--- config.mk ---
export PLATFORM = sky130hd
export DESIGN_NAME = sexpr_token_classifier_unit
export DESIGN_NICKNAME = d
export VERILOG_FILES = /design/src/rtl/core/stc_pkg.sv /design/src/rtl/core/stc_front.sv /design/src/rtl/core/stc_queue.sv /design/src/rtl/core/stc_back.sv /design/src/rtl/core/sexpr_token_classifier_unit.sv
export SDC_FILE = /design/constraint.sdc
export NUM_CORES = 1
export LEC_CHECK = 0
export BUFFER_PORTS_ARGS = -buffer_cell sky130_fd_sc_hd__buf_4
export CORE_ASPECT_RATIO = 1.4
export CORE_MARGIN = 2
export CORE_UTILIZATION = 40
export CTS_BUF_LIST = sky130_fd_sc_hd__clkbuf_16
export DETAILED_ROUTE_END_ITERATION = 16
export PLACE_DENSITY = 0.59
export SLEW_MARGIN = 20
export SYNTH_ARGS = -nofsm -noshare
export SYNTH_HDL_FRONTEND = slang
export SYNTH_SLANG_ARGS = --single-unit
--- constraint.sdc ---
create_clock -name aclk -period 11.1 [get_ports aclk]
set_input_delay 1.665 -clock aclk [delete_from_list [all_inputs] [get_ports aclk]]
set_output_delay 1.665 -clock aclk [all_outputs]
set_load 0.02 [all_outputs]
--- src/rtl/core/stc_pkg.sv ---
// Shared types and constants for the s-expression token classifier.
`default_nettype none

package stc_pkg;

    // Token kinds as they appear on the result channel
    typedef enum logic [2:0] {
        KIND_NUMBER = 3'd0,
        KIND_STRING = 3'd1,
        KIND_IDENT  = 3'd2,
        KIND_OPEN   = 3'd3,
        KIND_CLOSE  = 3'd4,
        KIND_ERROR  = 3'd5
    } kind_t;

    // One token result
    typedef struct packed {
        kind_t       kind;
        logic [15:0] start;
        logic [7:0]  length;
    } result_t;

    // One queue entry: the one or two results caused by one character
    typedef struct packed {
        logic    two;    // res1 is also valid
        logic    eos;    // character ended the source
        result_t res0;
        result_t res1;
    } entry_t;

    // Queue status seen by the front and the back
    typedef struct packed {
        logic not_empty;
        logic full;
    } queue_status_t;

    localparam int QUEUE_DEPTH = 4;
    localparam int QPTR_BITS   = $clog2(QUEUE_DEPTH);

    // Character codes
    localparam logic [7:0] CH_OPEN  = 8'h28;
    localparam logic [7:0] CH_CLOSE = 8'h29;
    localparam logic [7:0] CH_QUOTE = 8'h22;
    localparam logic [7:0] CH_MINUS = 8'h2D;
    localparam logic [7:0] CH_SPACE = 8'h20;

endpackage

`default_nettype wire

--- src/rtl/core/stc_front.sv ---
// Front end: per-character word tracking and token classification.
`default_nettype none

module stc_front #(
    parameter int MAX_TOKEN_LENGTH = 255,
    parameter int POSITION_BITS    = 16
) (
    input  wire logic           aclk,
    input  wire logic           aresetn,
    input  wire logic [7:0]     char_code,
    input  wire logic           end_of_source,
    input  wire logic           take,
    output stc_pkg::entry_t     entry,
    output logic                push
);
    import stc_pkg::*;

    localparam int LEN_BITS = $clog2(MAX_TOKEN_LENGTH + 1);
    localparam int LEN_EXT  = (LEN_BITS > 8) ? LEN_BITS : 8;
    localparam int POS_EXT  = (POSITION_BITS > 16) ? POSITION_BITS : 16;
    localparam logic [LEN_BITS-1:0] LEN_MAX = LEN_BITS'(MAX_TOKEN_LENGTH);

    function automatic logic is_digit(input logic [7:0] c);
        is_digit = (c >= 8'h30) && (c <= 8'h39);
    endfunction

    function automatic logic is_ident_head(input logic [7:0] c);
        is_ident_head = (c >= 8'h61 && c <= 8'h7A) || (c >= 8'h41 && c <= 8'h5A) ||
                        c == 8'h5F || c == 8'h2B || c == CH_MINUS || c == 8'h2A ||
                        c == 8'h2F || c == 8'h3E || c == 8'h3C || c == 8'h3D ||
                        c == 8'h21 || c == 8'h3F;
    endfunction

    // Word state
    logic [LEN_BITS-1:0]      len_reg, len_next;
    logic [15:0]              start_reg, start_next;
    logic [POSITION_BITS-1:0] pos_reg, pos_next;
    logic np_reg, np_next, ds_reg, ds_next, ip_reg, ip_next;
    logic oq_reg, oq_next, cq_reg, cq_next, err_reg, err_next;

    logic is_sp, is_par, is_dig, is_head, is_quote, word_char;
    logic [POS_EXT-1:0] pos_wide;
    logic [15:0]        pos16;

    // Word state after adding this character
    logic [LEN_BITS-1:0] a_len;
    logic [15:0]         a_start;
    logic a_np, a_ds, a_ip, a_oq, a_cq;

    // Word being flushed
    logic [LEN_BITS-1:0] f_len;
    logic [15:0]         f_start;
    logic f_np, f_ds, f_ip, f_oq, f_cq, f_has, f_err, flush;
    kind_t               f_kind;
    logic [LEN_EXT-1:0]  len_wide;
    logic [7:0]          len_out;
    result_t             word_res, paren_res;

    // Character decode
    always_comb begin
        is_sp     = (char_code == CH_SPACE) || (char_code >= 8'd9 && char_code <= 8'd13);
        is_par    = (char_code == CH_OPEN) || (char_code == CH_CLOSE);
        is_dig    = is_digit(char_code);
        is_head   = is_ident_head(char_code);
        is_quote  = (char_code == CH_QUOTE);
        word_char = !is_sp && !is_par;
        pos_wide  = POS_EXT'(pos_reg);
        pos16     = pos_wide[15:0];
    end

    // Append the character to the pending word
    always_comb begin
        if (len_reg == '0) begin
            a_start = pos16;
            a_np    = is_dig || (char_code == CH_MINUS);
            a_ds    = is_dig;
            a_ip    = is_head;
            a_oq    = is_quote;
        end else begin
            a_start = start_reg;
            a_np    = np_reg && is_dig;
            a_ds    = ds_reg || is_dig;
            a_ip    = ip_reg && (is_dig || is_head);
            a_oq    = oq_reg;
        end
        a_cq  = is_quote;
        a_len = (len_reg < LEN_MAX) ? LEN_BITS'(len_reg + 1'b1) : len_reg;
    end

    // Classify the word that a flush would report
    always_comb begin
        if (word_char) begin
            f_len = a_len; f_start = a_start; f_np = a_np; f_ds = a_ds;
            f_ip  = a_ip;  f_oq = a_oq;       f_cq = a_cq;
        end else begin
            f_len = len_reg; f_start = start_reg; f_np = np_reg; f_ds = ds_reg;
            f_ip  = ip_reg;  f_oq = oq_reg;       f_cq = cq_reg;
        end
        f_has = (f_len != '0);
        priority if (f_np && f_ds) begin
            f_kind = KIND_NUMBER;
        end else if ((f_len >= LEN_BITS'(2)) && f_oq && f_cq) begin
            f_kind = KIND_STRING;
        end else if (f_ip) begin
            f_kind = KIND_IDENT;
        end else begin
            f_kind = KIND_ERROR;
        end
        f_err    = (f_kind == KIND_ERROR);
        len_wide = LEN_EXT'(f_len);
        len_out  = (len_wide > LEN_EXT'(255)) ? 8'hFF : len_wide[7:0];
        word_res = '{kind: f_kind, start: f_start, length: len_out};
        paren_res = '{kind: kind_t'((char_code == CH_OPEN) ? KIND_OPEN : KIND_CLOSE),
                      start: pos16, length: 8'd1};
        flush = !err_reg && (!word_char || end_of_source);
    end

    // Results caused by this character
    always_comb begin
        entry.eos  = end_of_source;
        entry.two  = 1'b0;
        entry.res0 = word_res;
        entry.res1 = paren_res;
        push       = 1'b0;
        if (!err_reg) begin
            if (is_sp) begin
                push = f_has;
            end else if (is_par) begin
                push = 1'b1;
                if (!f_has) begin
                    entry.res0 = paren_res;
                end else if (!f_err) begin
                    entry.two = 1'b1;
                end
            end else begin
                push = end_of_source;
            end
        end
    end

    // Next state
    always_comb begin
        len_next = len_reg; start_next = start_reg; np_next = np_reg; ds_next = ds_reg;
        ip_next  = ip_reg;  oq_next = oq_reg;       cq_next = cq_reg;
        err_next = err_reg;
        pos_next = POSITION_BITS'(pos_reg + 1'b1);
        if (!err_reg && word_char) begin
            len_next = a_len; start_next = a_start; np_next = a_np; ds_next = a_ds;
            ip_next  = a_ip;  oq_next = a_oq;       cq_next = a_cq;
        end
        if (flush) begin
            len_next = '0; start_next = '0; np_next = 1'b1; ds_next = 1'b0;
            ip_next  = 1'b1; oq_next = 1'b0; cq_next = 1'b0;
            err_next = err_reg || (f_has && f_err);
        end
        if (end_of_source) begin
            len_next = '0; start_next = '0; np_next = 1'b1; ds_next = 1'b0;
            ip_next  = 1'b1; oq_next = 1'b0; cq_next = 1'b0;
            err_next = 1'b0;
            pos_next = '0;
        end
    end

    always_ff @(posedge aclk) begin
        if (!aresetn) begin
            len_reg   <= '0;
            start_reg <= '0;
            pos_reg   <= '0;
            np_reg    <= 1'b1;
            ds_reg    <= 1'b0;
            ip_reg    <= 1'b1;
            oq_reg    <= 1'b0;
            cq_reg    <= 1'b0;
            err_reg   <= 1'b0;
        end else if (take) begin
            len_reg   <= len_next;
            start_reg <= start_next;
            pos_reg   <= pos_next;
            np_reg    <= np_next;
            ds_reg    <= ds_next;
            ip_reg    <= ip_next;
            oq_reg    <= oq_next;
            cq_reg    <= cq_next;
            err_reg   <= err_next;
        end
    end

endmodule

`default_nettype wire

--- src/rtl/core/stc_queue.sv ---
// Short FIFO of classified entries between front and back.
`default_nettype none

module stc_queue (
    input  wire logic                  aclk,
    input  wire logic                  aresetn,
    input  wire logic                  push,
    input  wire stc_pkg::entry_t       entry_in,
    input  wire logic                  pop,
    output stc_pkg::entry_t            entry_out,
    output stc_pkg::queue_status_t     status
);
    import stc_pkg::*;

    entry_t               mem [QUEUE_DEPTH];
    logic [QPTR_BITS-1:0] wr_ptr_reg, wr_ptr_next, rd_ptr_reg, rd_ptr_next;
    logic [QPTR_BITS:0]   count_reg, count_next;
    logic                 do_push, do_pop;

    // Pointer and fill tracking
    always_comb begin
        status.not_empty = (count_reg != '0);
        status.full      = (count_reg == (QPTR_BITS + 1)'(QUEUE_DEPTH));
        do_push     = push && !status.full;
        do_pop      = pop && status.not_empty;
        wr_ptr_next = do_push ? QPTR_BITS'(wr_ptr_reg + 1'b1) : wr_ptr_reg;
        rd_ptr_next = do_pop  ? QPTR_BITS'(rd_ptr_reg + 1'b1) : rd_ptr_reg;
        unique case ({do_push, do_pop})
            2'b10:   count_next = (QPTR_BITS + 1)'(count_reg + 1'b1);
            2'b01:   count_next = (QPTR_BITS + 1)'(count_reg - 1'b1);
            default: count_next = count_reg;
        endcase
        entry_out = mem[rd_ptr_reg];
    end

    always_ff @(posedge aclk) begin
        if (!aresetn) begin
            wr_ptr_reg <= '0;
            rd_ptr_reg <= '0;
            count_reg  <= '0;
        end else begin
            wr_ptr_reg <= wr_ptr_next;
            rd_ptr_reg <= rd_ptr_next;
            count_reg  <= count_next;
        end
    end

    // Storage
    always_ff @(posedge aclk) begin
        if (do_push) begin
            mem[wr_ptr_reg] <= entry_in;
        end
    end

endmodule

`default_nettype wire

--- src/rtl/core/stc_back.sv ---
// Back end: splits queue entries into single results behind an output register.
`default_nettype none

module stc_back (
    input  wire logic                  aclk,
    input  wire logic                  aresetn,
    input  wire stc_pkg::entry_t       head,
    input  wire stc_pkg::queue_status_t status,
    output logic                       pop,
    output stc_pkg::result_t           res,
    output logic                       res_valid,
    input  wire logic                  res_ready,
    output logic                       res_last,
    output logic                       res_done
);
    import stc_pkg::*;

    logic    sub_reg, sub_next;
    logic    valid_reg, valid_next, last_reg, last_next, done_reg, done_next;
    result_t res_reg, res_next;
    logic    load, entry_end;

    // Pick the next result out of the head entry
    always_comb begin
        load       = !valid_reg || res_ready;
        entry_end  = !head.two || sub_reg;
        sub_next   = sub_reg;
        valid_next = valid_reg;
        last_next  = last_reg;
        done_next  = done_reg;
        res_next   = res_reg;
        pop        = 1'b0;
        if (load) begin
            valid_next = status.not_empty;
            if (status.not_empty) begin
                res_next  = sub_reg ? head.res1 : head.res0;
                last_next = entry_end;
                done_next = entry_end && head.eos;
                pop       = entry_end;
                sub_next  = !entry_end;
            end
        end
    end

    always_ff @(posedge aclk) begin
        if (!aresetn) begin
            sub_reg   <= 1'b0;
            valid_reg <= 1'b0;
        end else begin
            sub_reg   <= sub_next;
            valid_reg <= valid_next;
        end
    end

    // Output payload
    always_ff @(posedge aclk) begin
        res_reg  <= res_next;
        last_reg <= last_next;
        done_reg <= done_next;
    end

    assign res       = res_reg;
    assign res_valid = valid_reg;
    assign res_last  = last_reg;
    assign res_done  = done_reg;

endmodule

`default_nettype wire

--- src/rtl/core/sexpr_token_classifier_unit.sv ---
// Top level of the s-expression token classifier.
// Takes one source character per cycle while the queue is not full, and reports
// each word, once ended by whitespace, a parenthesis or the end-of-source mark,
// as a token with its kind, start offset and length; parentheses are tokens of
// their own. Input acceptance runs at one character per cycle unless the queue
// is full; a character that yields two tokens (a word closed by a parenthesis)
// gives two output results, and a four-entry queue between the classifier and
// the output stage absorbs these bursts, so the sustained rate is one character
// per cycle as long as tokens average no more than one per cycle. A token goes
// through the queue and the output register before it appears. After an unknown
// token, no results appear until the character marked as end of source.
`default_nettype none

module sexpr_token_classifier_unit #(
    parameter int MAX_TOKEN_LENGTH = 255,
    parameter int POSITION_BITS    = 16
) (
    input  wire logic        aclk,
    input  wire logic        aresetn,
    input  wire logic        s_tvalid,
    output logic             s_tready,
    input  wire logic [7:0]  s_tdata,   // [7:0] char_code
    input  wire logic        s_tlast,   // end_of_source
    output logic             m_tvalid,
    input  wire logic        m_tready,
    output logic [31:0]      m_tdata,   // [2:0] token_kind, [18:3] token_start,
                                        // [26:19] token_length, [31:27] zero
    output logic             m_tlast,   // run_last
    output logic             m_tuser    // source_done
);
    import stc_pkg::*;

    entry_t        front_entry, head_entry;
    queue_status_t q_status;
    logic          take, front_push, pop;
    result_t       out_res;

    assign s_tready = !q_status.full;
    assign take     = s_tvalid && s_tready;

    stc_front #(
        .MAX_TOKEN_LENGTH (MAX_TOKEN_LENGTH),
        .POSITION_BITS    (POSITION_BITS)
    ) u_front (
        .aclk          (aclk),
        .aresetn       (aresetn),
        .char_code     (s_tdata),
        .end_of_source (s_tlast),
        .take          (take),
        .entry         (front_entry),
        .push          (front_push)
    );

    stc_queue u_queue (
        .aclk      (aclk),
        .aresetn   (aresetn),
        .push      (take && front_push),
        .entry_in  (front_entry),
        .pop       (pop),
        .entry_out (head_entry),
        .status    (q_status)
    );

    stc_back u_back (
        .aclk      (aclk),
        .aresetn   (aresetn),
        .head      (head_entry),
        .status    (q_status),
        .pop       (pop),
        .res       (out_res),
        .res_valid (m_tvalid),
        .res_ready (m_tready),
        .res_last  (m_tlast),
        .res_done  (m_tuser)
    );

    assign m_tdata = {5'b0, out_res.length, out_res.start, out_res.kind};

endmodule

`default_nettype wire

==> impl_metrics.env, run 1 <==
export IMPL_status="finished, final reports clean"
export IMPL_totalNegativeSetupSlack_ps=0
export IMPL_cp_arrival_ps=5580
export IMPL_path_cells="buf_4 -> nor3_1 -> a21boi_2 -> nor2_1 -> xnor2_1 -> a31oi_1 -> inv_1 -> ha_1 -> inv_1 -> fa_1 -> xor2_1 -> or3_1 -> a21boi_0"
export IMPL_hpwlAfterDp_mm=12.87
export IMPL_gr_total_overflow=0
export IMPL_cellPowerDensity_nw_per_um2=215.8
export IMPL_hp_class="reg -> reg"
export IMPL_slowest_stage="a21boi_2"
export IMPL_root_buffer="clkbuf_16"
export IMPL_grt_pass1_vias=6262
export IMPL_cp_required_ps=11540
export IMPL_dpl_cell_area_sq_um=12140
export IMPL_post_cts_buffers=0
export IMPL_routed_wl_mm=22.27
export IMPL_chipHeight_um=204.1
export IMPL_die_area_sq_um=30000
export IMPL_leakage_nw=4.296
export IMPL_yosys_register_bits=274
export IMPL_max_stage_delay_ps=640
export IMPL_crit_buf_inv=3
export IMPL_drive_above_1_share=0.2419
export IMPL_regArea_sq_um=7662
export IMPL_ctsLongestPathBuffers=3
export IMPL_relSlewSlack=0.2451
export IMPL_synthDistinctLibCells=67
export IMPL_final_cell_mix="edfxtp_1, dfxtp_1, buf_4, mux4_2, nor2_1"
export IMPL_diodes=0
export IMPL_clkLatencyLatePin_ps=520
export IMPL_grt_pass1_wl_mm=34.77
export IMPL_first_pass_iters=4
export IMPL_cts_tree="built"
export IMPL_finalSetupViolCount=0
export IMPL_synth_edff_count=217
export IMPL_synth_top_area_cell="edfxtp_1"
export IMPL_post_route_drc_count=0
export IMPL_io_pins=49
export IMPL_synthCells=741
export IMPL_synth_top_cell_area_share=0.5694
export IMPL_cts_max_level=1
export IMPL_grt_max_degree=48
export IMPL_start_util=0.4042
export IMPL_synthTopCellsByArea="edfxtp_1, dfxtp_1, mux4_2"
export IMPL_ys_flop_type="edfxtp_1"
export IMPL_period_minus_slack_ps=5136
export IMPL_largest_reg_flops=188
export IMPL_io_buffers=43
export IMPL_mostFrequentLayoutCell="edfxtp_1"
export IMPL_rsz0062_at_grt="no"
export IMPL_cts_sinks=274
export IMPL_hold_buffers=0
export IMPL_skew_ps=14.30
export IMPL_num_fill_cells=2534
export IMPL_gp_congestion=0.8147
export IMPL_wl_per_cell_um=18.92
export IMPL_cts_resized_gates=0
export IMPL_multi_input_area_sq_um=3546
export IMPL_synth_warnings=0
export IMPL_maxCapViolCount=0
export IMPL_dr_first_iter_drc_count=363
export IMPL_finalHoldViolCount=0
export IMPL_path_class="in -> reg"
export IMPL_syn_to_final_growth_pct=14.02
export IMPL_ys_seq_area_frac=0.6691
export IMPL_layout_nets=804
export IMPL_fmax_mhz=194.7
export IMPL_endpoint_kind="register"
export IMPL_synth_area_sq_um=11440
export IMPL_cp_top_family="compound AO/OA/AOI/OAI gates"
export IMPL_start_kind="primary input"
export IMPL_final_area_sq_um=13050
export IMPL_numCtsBuffers=27
export IMPL_maxSlewViolCount=0
export IMPL_grt_usage=0.1492
export IMPL_core_sq_um=28310
export IMPL_cp_max_fo=13
export IMPL_num_vias=6200
export IMPL_ant_nets=0
export IMPL_worstMarginPinSlew_ps=1131
export IMPL_routed_via_density=5.268
export IMPL_vdd_drop_max_mv=0.1361
export IMPL_crit_path_frequent_cell="inv_1"
export IMPL_die_x_um=147.0
export IMPL_avgSynthCellArea_sq_um=15.44
export IMPL_fp_row_count=73
export IMPL_synthArstFlopShare=0
export IMPL_final_period_utilization=0.4627
export IMPL_antenna_found_initial=0
export IMPL_clk_pin_slew_ps=70
==> logic make-up after synthesis <==
group / synth area share
AOI/OAI and AO/OA: 0.06276
buffers and inverters: 0.02427
xor gates and xnor gates: 0.01607
DFF: 0.6691
adders and majority gates: 0.01050
other: 0.0003277
muxes: 0.1313
and+or+nand+nor: 0.08571
==> power by group <==
group	internal, mW	switching [mW]	total, mW	leakage [nW]
Combinational	0.267	0.310	0.577	1.37
Sequential	1.25	0.0763	1.32	2.47
Clock	0.538	0.378	0.916	0.456
==> through the flow <==
step,util,worst slack [ps],std cells,hold WS (ps),power (mW)
finish,0.4608,5964,1177,477.0,2.816
global route,0.4608,5530,1177,504.8,2.942
CTS,0.4603,5956,1176,474.0,2.857
detailed placement,0.4287,5433,1127,466.6,1.937
global placement,0.4287,5506,1127,453.8,1.932
floorplan,-,6106,745,441.6,1.719
==> cell usage after synthesis, types with 5 or more instances <==
master    count
ha_1          8
a21oi_1      20
and2_1       12
nand3_1      16
mux2_4        8
nand2_1      32
mux4_2       47
mux2_2       25
o21ai_0      20
or3_1         6
xnor2_1      10
nor2_1       37
edfxtp_1    217
buf_2         6
dfxtp_1      57
nand2b_1      5
nor2b_1      31
clkbuf_1     26
a22oi_1      19
buf_4         5
xor2_1       11
nand4_1       7
nor3_1       15
inv_1        21
buf_1         6
==> layout make-up <==
cell class,instances,share of cell area
tap,375,0.03596
inverter,21,0.006041
timing repair buffer,52,0.03049
sequential,274,0.5872
clock inverter,22,0.01678
clock buffer,27,0.05178
multi-input combinational,406,0.2717
==> worst min-delay path, cell delays in order, from the launching register on <==
cell,delay [ps]
dfxtp_1,320
nand2_1,50
a21boi_0,60
==> per-layer routing <==
| metal | vias to the layer above | track usage | share of wire |
|---|---|---|---|
| li1 | 2913 | - | - |
| met1 | 3126 | 0.1812 | 0.41 |
| met2 | 120 | 0.2730 | 0.52 |
| met3 | 41 | 0.02254 | 0.044 |
| met4 | 0 | 0.04773 | 0.026 |
| met5 | - | 0 | 0 |
==> path summary, 6_finish.rpt <==
path | start | endpoint | slack [ps] | depth (start not counted)
worst min register to register | u_front.cq_reg | u_front.cq_reg | 480 | 2
worst max-delay path | s_tdata[4] | u_queue.count_reg[2] | 5960 | 13
worst min-delay path | u_front.cq_reg | u_front.cq_reg | 480 | 2
worst max register to register | u_front.len_reg[0] | u_queue.count_reg[2] | 7070 | 13
No activity file was read; power rests on OpenSTA's default activity.
==> inputs of run 2 (changes only) <==
Settings changed: PLACE_DENSITY 0.59 to 0.61.
Clock period 11.1 ns to 4.6 ns, I/O delays scaled along.
==> impl_metrics.env, run 2 (same netlist as run 1, synthesis figures left out) <==
export IMPL_post_route_drc_count=0
export IMPL_path_cells="buf_4 -> nor3_1 -> a21bo_2 -> or3_4 -> a211oi_4 -> a31oi_1 -> inv_1 -> ha_1 -> inv_1 -> fa_1 -> xor2_1 -> or3_1 -> a21boi_0"
export IMPL_gp_congestion=0.8749
export IMPL_die_x_um=147.0
export IMPL_fp_row_count=73
export IMPL_skew_ps=14.57
export IMPL_final_area_sq_um=13030
export IMPL_num_fill_cells=2529
export IMPL_cellPowerDensity_nw_per_um2=503.1
export IMPL_totalNegativeSetupSlack_ps=0
export IMPL_max_stage_delay_ps=540
export IMPL_antenna_found_initial=0
export IMPL_start_util=0.4042
export IMPL_regArea_sq_um=7662
export IMPL_diodes=0
export IMPL_cp_max_fo=8
export IMPL_grt_pass1_vias=6469
export IMPL_numCtsBuffers=25
export IMPL_first_pass_iters=4
export IMPL_vdd_drop_max_mv=0.3486
export IMPL_start_kind="primary input"
export IMPL_maxCapViolCount=0
export IMPL_io_pins=49
export IMPL_grt_pass1_wl_mm=35.25
export IMPL_maxSlewViolCount=0
export IMPL_root_buffer="clkbuf_16"
export IMPL_worstMarginPinSlew_ps=1123
export IMPL_endpoint_kind="register"
export IMPL_grt_max_degree=48
export IMPL_grt_usage=0.1506
export IMPL_hp_class="in -> reg"
export IMPL_cts_tree="built"
export IMPL_mostFrequentLayoutCell="edfxtp_1"
export IMPL_hold_buffers=0
export IMPL_drive_above_1_share=0.2370
export IMPL_leakage_nw=4.305
export IMPL_final_core_util=0.4601
export IMPL_slowest_stage="nor3_1"
export IMPL_cp_required_ps=5040
export IMPL_relSlewSlack=0.2514
export IMPL_gr_total_overflow=0
export IMPL_hpwlAfterDp_mm=13.26
export IMPL_finalHoldViolCount=0
export IMPL_post_cts_buffers=0
export IMPL_path_class="in -> reg"
export IMPL_finalSetupViolCount=0
export IMPL_final_cell_mix="edfxtp_1, dfxtp_1, buf_4, mux4_2, nor2_1"
export IMPL_routed_wl_mm=22.35
export IMPL_fmax_mhz=285.2
export IMPL_routed_via_density=5.310
export IMPL_core_sq_um=28310
export IMPL_crit_path_frequent_cell="inv_1"
export IMPL_layout_nets=809
export IMPL_rsz0062_at_grt="no"
export IMPL_dpl_cell_area_sq_um=12260
export IMPL_wl_per_cell_um=18.93
export IMPL_holdPathStages=4
export IMPL_cts_resized_gates=0
export IMPL_largest_reg_flops=188
export IMPL_ctsLongestPathBuffers=3
export IMPL_period_minus_slack_ps=3507
export IMPL_chipHeight_um=204.1
export IMPL_io_buffers=43
export IMPL_status="finished, final reports clean"
export IMPL_syn_to_final_growth_pct=13.83
export IMPL_clkLatencyLatePin_ps=510
export IMPL_final_period_utilization=0.7624
export IMPL_multi_input_area_sq_um=3546
export IMPL_cts_max_level=1
export IMPL_dr_first_iter_drc_count=386
export IMPL_clk_pin_slew_ps=70
export IMPL_ff2ff_path_depth=9
export IMPL_die_area_sq_um=30000
export IMPL_cp_arrival_ps=3950
export IMPL_num_vias=6271
export IMPL_cts_sinks=274
export IMPL_ant_nets=0
## run 2: metal layers
metal / vias up / track usage / part of all wire
li1: 2921 / - / -
met1: 3209 / 0.1752 / 0.40
met2: 110 / 0.2867 / 0.54
met3: 31 / 0.01897 / 0.033
met4: 0 / 0.04876 / 0.024
met5: - / 0 / 0
## run 2: worst paths after layout
kind | from | end | slack, ps
worst min-delay path | m_tready | u_back.res_valid | 440
worst max-delay path | s_tdata[4] | u_queue.count_reg[2] | 1090
worst min register to register | u_front.cq_reg | u_front.cq_reg | 470
worst max register to register | u_front.len_reg[0] | u_queue.mem[0][27] | 1110
## run 2: critical path, delay by kind of cell
family                   cells  cell delay (ps)
AO/OA/AOI/OAI                4             1060
XOR/XNOR                     1              150
adder cells (fa/ha/maj)      2              550
buffers and inverters        3              280
AND/OR/NAND/NOR              3             1200
## run 2: report_power, final
| part | internal (mW) | switching (mW) |
|---|---|---|
| registers | 3.01 | 0.0841 |
| logic | 0.662 | 0.857 |
| clock network | 1.10 | 0.850 |
| total | 4.76 | 1.79 |
## run 2: layout make-up
cell class,count,share of cell area
clock buffer,25,0.04802
clock inverter,21,0.01076
inverter,21,0.006051
multi-input combinational,406,0.2722
sequential,274,0.5882
tap,375,0.03602
timing repair buffer,59,0.03880
## run 2: per-stage QoR
stage               std cells  hold WS [ps]  setup slack, ps  total power [mW]
detailed placement       1135         463.3            553.2             4.717
CTS                      1181         423.9             1065             6.664
floorplan                 745         441.6            580.7             4.148
global route             1181         465.5            849.9             6.861
finish                   1181         442.5             1093             6.554
global placement         1135         456.2            633.6             4.696
==> inputs of run 3 (changes only) <==
Clock period 4.6 ns to 3.08 ns, I/O delays scaled along.
==> impl_metrics.env, run 3 (same netlist as run 1, synthesis figures left out) <==
export IMPL_hpwlAfterDp_mm=13.70
export IMPL_routed_wl_mm=22.16
export IMPL_r2r_start="u_front.len_reg[0]"
export IMPL_skew_ps=9.163
export IMPL_grt_pass1_wl_mm=34.84
export IMPL_layout_nets=856
export IMPL_num_vias=6363
export IMPL_cellPowerDensity_nw_per_um2=739.4
export IMPL_ant_nets=0
export IMPL_crit_start="u_front.len_reg[0]"
export IMPL_status="finished, final reports clean"
export IMPL_grt_max_degree=47
export IMPL_r2r_setup_slack_ps=130
export IMPL_syn_to_final_growth_pct=18.26
export IMPL_start_kind="register"
export IMPL_path_class="reg -> reg"
export IMPL_post_route_drc_count=0
export IMPL_cp_arrival_ps=3410
export IMPL_dpl_cell_count=1180
export IMPL_chipHeight_um=204.1
export IMPL_fp_row_count=73
export IMPL_min_from="m_tready"
export IMPL_hold_buffers=0
export IMPL_worst_hold_slack_ps=207.9
export IMPL_numCtsBuffers=27
export IMPL_maxCapViolCount=0
export IMPL_die_area_sq_um=30000
export IMPL_clk_pin_slew_ps=60
export IMPL_cts_resized_gates=0
export IMPL_antenna_found_initial=0
export IMPL_cts_max_level=1
export IMPL_start_util=0.4042
export IMPL_die_x_um=147.0
export IMPL_leakage_nw=4.563
export IMPL_endpoint_kind="register"
export IMPL_first_pass_iters=5
export IMPL_fin_ws_ps=131.7
export IMPL_wl_per_cell_um=18.03
export IMPL_grt_usage=0.1488
export IMPL_gr_total_overflow=0
export IMPL_post_cts_buffers=0
export IMPL_critPathCapture="u_queue.count_reg[2]"
export IMPL_dr_first_iter_drc_count=354
export IMPL_maxSlewViolCount=0
export IMPL_period_minus_slack_ps=2948
export IMPL_r2r_end="u_queue.count_reg[2]"
export IMPL_holdPathStages=4
export IMPL_totalNegativeSetupSlack_ps=0
export IMPL_final_period_utilization=0.9572
export IMPL_stdcell_count=1229
export IMPL_ctsLongestPathBuffers=3
export IMPL_ff2ff_path_depth=14
export IMPL_largest_reg_flops=188
export IMPL_vdd_drop_max_mv=0.4627
export IMPL_cts_sinks=274
export IMPL_drive_above_1_share=0.2881
export IMPL_grt_pass1_vias=6400
export IMPL_fmax_mhz=339.2
export IMPL_gp_congestion=0.8706
export IMPL_relSlewSlack=0.2571
export IMPL_clkLatencyLatePin_ps=530
export IMPL_finalSetupViolCount=0
export IMPL_pre_cts_ws_ps=-277.3
export IMPL_core_sq_um=28310
export IMPL_routed_via_density=5.177
export IMPL_root_buffer="clkbuf_16"
export IMPL_cp_max_fo=6
export IMPL_cp_required_ps=3540
export IMPL_final_cell_mix="edfxtp_1, buf_4, dfxtp_1, mux4_2, nor2_1"
export IMPL_num_fill_cells=2472
export IMPL_cts_tree="built"
export IMPL_mostFrequentLayoutCell="edfxtp_1"
export IMPL_diodes=0
export IMPL_io_buffers=43
export IMPL_hp_class="in -> reg"
export IMPL_io_pins=49
export IMPL_power_mw=10.01
export IMPL_finalHoldViolCount=0
export IMPL_worstMarginPinSlew_ps=1114
[run 3: changes by cell type in the layout (fill, tap and decap cells not counted), moves of 2 or more]
cell,delta
ha_2,+2
clkinv_2,+3
ha_1,-2
inv_1,-4
clkbuf_16,+2
buf_4,+37
buf_12,+8
[run 3: area by class of cell]
type | instances | area [sq um] | share of cell area
repair buffers | 104 | 943.4 | 0.06971
clock inverters | 22 | 137.6 | 0.01017
clock buffers | 27 | 675.6 | 0.04992
multi-input cells | 406 | 3566 | 0.2635
well taps | 375 | 469.2 | 0.03467
flip-flops and latches | 274 | 7664 | 0.5662
inverters | 21 | 78.83 | 0.005824
[run 3: routing by layer]
metal,vias up,global-route usage,share of wire
met5,-,0,0
met4,0,0.05391,0.027
met3,38,0.01451,0.040
met2,128,0.2745,0.53
met1,3172,0.1813,0.40
li1,3025,-,-
[run 3: critical path, stage by stage, from the launching register on]
cell,delay [ps]
dfxtp_1,310
ha_2,220
buf_4,150
nand3_1,100
nand2b_1,90
a211o_1,360
a211oi_4,310
a31oi_4,130
inv_1,70
ha_2,170
inv_2,40
fa_2,340
xor2_1,160
or3_1,310
a21boi_1,120
[run 3: worst min-delay path by stage]
stage,to,slack (ps)
2_1_floorplan,u_front.cq_reg,440
3_3_place_gp,u_front.cq_reg,460
3_5_place_dp,u_front.cq_reg,470
4_1_cts,u_back.res_valid,190
5_1_grt,u_back.res_valid,230
6_report,u_back.res_valid,210
[run 3: power by group]
group          switching (mW)  internal (mW)
registers               0.122           4.49
logic                    1.30           1.09
clock network            1.34           1.68
total                    2.75           7.25
[run 3: metrics by stage]
step | area [sq um] | utilization
after floorplan | 11490 | -
after global placement | 12720 | 0.4491
final | 13530 | 0.4780
after CTS | 13530 | 0.4779
after global routing | 13530 | 0.4780
after detailed placement | 12720 | 0.4491
